`src/design/tot_div_pipe.sv`:
```
// ----------------------------------------------------------------------------
// tot_div_pipe
// Pipelined restoring divider, one quotient bit per register stage, with a
// sideband word that travels alongside.
// ----------------------------------------------------------------------------
module tot_div_pipe #(
  parameter int NW = 44,
  parameter int DW = 42,
  parameter int QW = 21,
  parameter int SW = 1
) (
  input  logic          clk,
  input  logic          rst_n,
  input  logic          en,
  input  logic          in_valid,
  input  logic [NW-1:0] in_num,
  input  logic [DW-1:0] in_den,
  input  logic [SW-1:0] in_side,
  output logic          out_valid,
  output logic [QW-1:0] out_quo,
  output logic [DW-1:0] out_rem,
  output logic [SW-1:0] out_side
);

  localparam int WW = NW + DW;

  logic [NW-1:0] rem_r  [QW];
  logic [DW-1:0] den_r  [QW];
  logic [QW-1:0] quo_r  [QW];
  logic [SW-1:0] side_r [QW];
  logic [QW-1:0] vld_r;

  genvar k;
  generate
    for (k = 0; k < QW; k++) begin : g_stage
      logic [NW-1:0] src_rem;
      logic [DW-1:0] src_den;
      logic [QW-1:0] src_quo;
      logic [SW-1:0] src_side;
      logic          src_vld;
      logic [WW-1:0] dsh;
      logic [WW-1:0] rw;
      logic [NW-1:0] rem_nxt;
      logic [QW-1:0] quo_nxt;

      if (k == 0) begin : g_first
        assign src_rem  = in_num;
        assign src_den  = in_den;
        assign src_quo  = '0;
        assign src_side = in_side;
        assign src_vld  = in_valid;
      end else begin : g_next
        assign src_rem  = rem_r[k-1];
        assign src_den  = den_r[k-1];
        assign src_quo  = quo_r[k-1];
        assign src_side = side_r[k-1];
        assign src_vld  = vld_r[k-1];
      end

      // trial subtract of the divisor shifted to this quotient bit
      always_comb begin
        dsh = WW'(src_den) << (QW - 1 - k);
        rw  = WW'(src_rem);
        rem_nxt = src_rem;
        quo_nxt = src_quo;
        if (rw >= dsh) begin
          rem_nxt = NW'(rw - dsh);
          quo_nxt = src_quo | (QW'(1) << (QW - 1 - k));
        end
      end

      always_ff @(posedge clk) begin
        if (!rst_n) begin
          vld_r[k] <= 1'b0;
        end else if (en) begin
          vld_r[k] <= src_vld;
        end
      end

      always_ff @(posedge clk) begin
        if (en) begin
          rem_r[k]  <= rem_nxt;
          den_r[k]  <= src_den;
          quo_r[k]  <= quo_nxt;
          side_r[k] <= src_side;
        end
      end
    end
  endgenerate

  assign out_valid = vld_r[QW-1];
  assign out_quo   = quo_r[QW-1];
  assign out_rem   = DW'(rem_r[QW-1]);
  assign out_side  = side_r[QW-1];

endmodule
```
`config.mk`:
```
export PLATFORM = sky130hd
export DESIGN_NAME = tot_div_pipe
export DESIGN_NICKNAME = d
export VERILOG_FILES = /design/src/design/tot_div_pipe.sv
export SDC_FILE = /design/constraint.sdc
export NUM_CORES = 2
export LEC_CHECK = 0
export BUFFER_PORTS_ARGS = -buffer_cell sky130_fd_sc_hd__buf_2
export CAP_MARGIN = 40
export CORE_AREA = 2 2 334 666
export CTS_BUF_LIST = sky130_fd_sc_hd__clkbuf_4
export DETAILED_ROUTE_END_ITERATION = 7
export DIE_AREA = 0 0 336 668
export HOLD_SLACK_MARGIN = 0.08
export PLACE_DENSITY = 0.63
export REMOVE_ABC_BUFFERS = 1
export SETUP_SLACK_MARGIN = 0.1
export SLEW_MARGIN = 15
export SYNTH_ARGS = -nofsm -noshare
export SYNTH_HDL_FRONTEND = slang
export SYNTH_SLANG_ARGS = --single-unit
```
`constraint.sdc`:
```
create_clock -name clk -period 8.4 [get_ports clk]
set_clock_uncertainty 0.15 [all_clocks]
set_input_delay 2.1 -clock clk [delete_from_list [all_inputs] [get_ports clk]]
set_output_delay 2.1 -clock clk [all_outputs]
set_load 0.05 [all_outputs]
```
==> impl_results.md <==
- Run status: complete, no violations
- Starting utilization of the core area: between 40% and 50%
- Yosys Warn Count: 0
- Largest net degree at the start of global routing: 160
- Number of global-route vias before repair: 80941
- Setup Buffers After CTS: 0
- Die height: 668 um
- Clock root buffer master: clkbuf_4
- RSZ-0062 raised after global routing: false
- Antenna violations before repair: 15
- Arr. time, crit path: 6.47 ns
- Post-synth top area cell: edfxtp_1
- Count of hold-fix buffers inserted at cts: 0
- Leading cell types in the layout, fill and taps excluded: 2014 x edfxtp_1, 901 x inv_1, 711 x ha_1, 710 x a21oi_1, 623 x nand2_1
- Detailed Routing Iterations Pass 1: 5
- Clock period minus worst slack: 5.670 ns
- Max Clk Rate: 176.4 MHz
- Count of pins over their slew limit: 0
- Worst-Margin Slew: 1.068 ns
- Syn-to-layout area delta: 9.892%
- Routability congestion estimate: between 0.9 and 1
- Final critical-path share of the clock period: 67.50%
- Worst setup path category: flop to flop
- Max-cap violations: 0
- Largest fanout on the critical path: 40
- Global-route wire length before repair: approximately 440000 um
- Longest Clk Path Bufs: 4
- Critical path cell sequence: ha_1 > nor2b_1 > o31a_1 > o311ai_1 > a2bb2oi_1 > a31oi_1 > o21a_1 > a21oi_1 > o41ai_1 > a21o_1 > buf_4 > mux2_2
- Slew HR: between 20 and 30%
- Area share of fa/ha/maj cells after synthesis: 8.540%
- TritonCTS buffer count: 459
- I/O Buffers: around 160
- Layout net count: 10661
- Placement row count: 243
- Area share of the leading cell type in the synthesized netlist: a little under three fifths
- Routed wire per std cell: approximately 22 um
- Startpoint kind of the worst setup timing path: flop
- Post-synthesis xor/xnor area fraction: 4.793%
- Summed negative setup slack over all endpoints: 0 ns
- Synth Area per Inst: 11.72 um^2
- Fraction of the mapped netlist area in simple logic gates: a little under a tenth
- Leftover overflow at the end of global routing: 0
- Ratio of cells with drive above 1 in the final layout: 13.65%
- Mux contribution to synthesized area: a little under 4%
- Register area share after synthesis: 55.82%
- Final count of negative-setup-slack endpoints: 0
- Post-route ant nets: 0
- Commonest non-fill, non-tap cell in the layout: edfxtp_1
- Full die area: ~220000 um^2
- Longest individual stage delay on the worst path: 0.72 ns
- # resized after CTS: 0
- Number of clock sinks: 2035
- Path type of the worst min-delay path: flop to flop
- Detailed Route WL: approximately 290000 um
- Initial drt markers: around 3000
- Required time at the worst-slack endpoint: 9.20 ns
- Area fraction in compound gates after synthesis: between 10 and 15%
- Detail-routed via count per cell: between 5 and 6
- Total global routing track utilization: 26.17%
- CTS tree: yes
- Dominant combinational cell family by area after synthesis: compound AO/OA/AOI/OAI gates
- Count of different cell masters after synthesis: 93
- Total of flip-flops plus latches after synthesis: 2035
- Clock Latency Late Sink: 1.34 ns
- Count of mapped cells out of synthesis: about 9300
- Post-detailed-route DRC marker count: 0
- Async set or reset register ratio after synthesis: 0%
- Cell types occupying the most area after synthesis: edfxtp_1 55%, ha_1 8.2%, a21oi_1 3.3%, inv_1 3.1%, mux2_2 3.0%
- Leak Pwr: 49.19 nW
- Number of H-tree levels: 5
- Standard cell with the maximum stage delay on the critical path: a31oi_1
- Die extent in x: 336 um
- Power density over cell area: 217.1 nW/um^2
- Max VDD drop: around 0.14 mV
- Final standard cell utilization of the core: 54.69%
- Final HPWL from detailed placement: 231300 um
- Most used flip-flop cell after synthesis: edfxtp_1
- Via count: about 74000
- Crit path capture type: flop
- Core outline area: 219200 um^2
- Clock slew at the register clock pins of the worst setup and hold paths: approximately 0.07 ns
- Number of enable flip-flop cells after synthesis: 2014
- Mapped cell area: ~110000 um^2
- Hold Fails Final Rpt: 0
- Boundary pin count: 156
[where the power goes]
part	switching, mW	leakage, nW	internal [mW]
Sequential	0.365	19.9	12.1
Clock	3.97	3.37	3.75
Combinational	3.67	25.9	2.15
Total	8.00	49.2	18.0
[worst max-delay path, delay by kind of cell (launching register included)]
| kind | cells | cell delay, ns |
|---|---|---|
| AO/OA/AOI/OAI | 8 | 3.20 |
| buffers and inverters | 1 | 0.46 |
| adder cells (fa/ha/maj) | 1 | 0.43 |
| multiplexers | 1 | 0.42 |
| flip-flops | 1 | 0.39 |
| AND/OR/NAND/NOR | 1 | 0.19 |
[cell usage after synthesis, drive strengths merged, types with 104 or more instances]
cell    instances
a21o          401
a21oi         713
clkbuf        176
edfxtp       2014
ha            711
inv           902
mux2          328
nand2         624
nand3         156
nand4         104
nor2          464
nor2b         113
nor3          112
o21ai         619
xnor2         354
xor2          243
[path summary, 6_finish.rpt]
path / slack (ns) / from / cells after the start / to
max: 2.73 / rem_r[1][271] / 12 / rem_r[1][341]
min: 0.24 / den_r[4][14] / 0 / den_r[4][56]
max reg2reg: 2.73 / rem_r[1][271] / 12 / rem_r[1][341]
min reg2reg: 0.24 / den_r[4][14] / 0 / den_r[4][56]
[flip-flops by register name, indices dropped and copies added (netlist names)]
signal / cells
rem_r: 922
den_r: 840
quo_r: 231
side_r: 21
g_stage.src_vld: 20
out_valid: 1
[per-layer routing]
metal	part of all wire, %	GRT usage [%]
met1	23	14.94
met5	0.0044	0
met4	13	29.11
met2	61	57.25
met3	2.7	3.276
[layout make-up]
class / count / area (um^2)
tap: 2940 / 3679
multi-input combinational: 6150 / 44120
clock inverter: 185 / 1066
inverter: 902 / 3386
antenna: 40 / 100.1
sequential: 2035 / 60900
clock buffer: 620 / 4654
timing repair buffer: 290 / 1978
fill: 18719 / 99330
[logic make-up after synthesis]
group | count (synthesis)
xor gates and xnor gates | 597
adders and majority gates | 732
buffers and inverters | 1126
AOI/OAI and AO/OA | 2406
muxes | 374
and+or+nand+nor | 2041
DFF | 2035
[stage by stage]
step	setup WS, ns	hold slack, ns	total power [mW]	instances	cell area, um^2
after floorplan	2.160	0.2503	16.58	9087	108100
after global placement	2.070	0.2503	18.35	12274	113700
after detailed placement	2.074	0.2545	18.49	12315	114000
after CTS	2.730	0.2116	26.27	13120	119700
after global routing	2.604	0.2458	27.33	13159	119900
final	2.730	0.2370	26.02	13162	119900
Note: power is estimated with default switching activity, not from simulation.
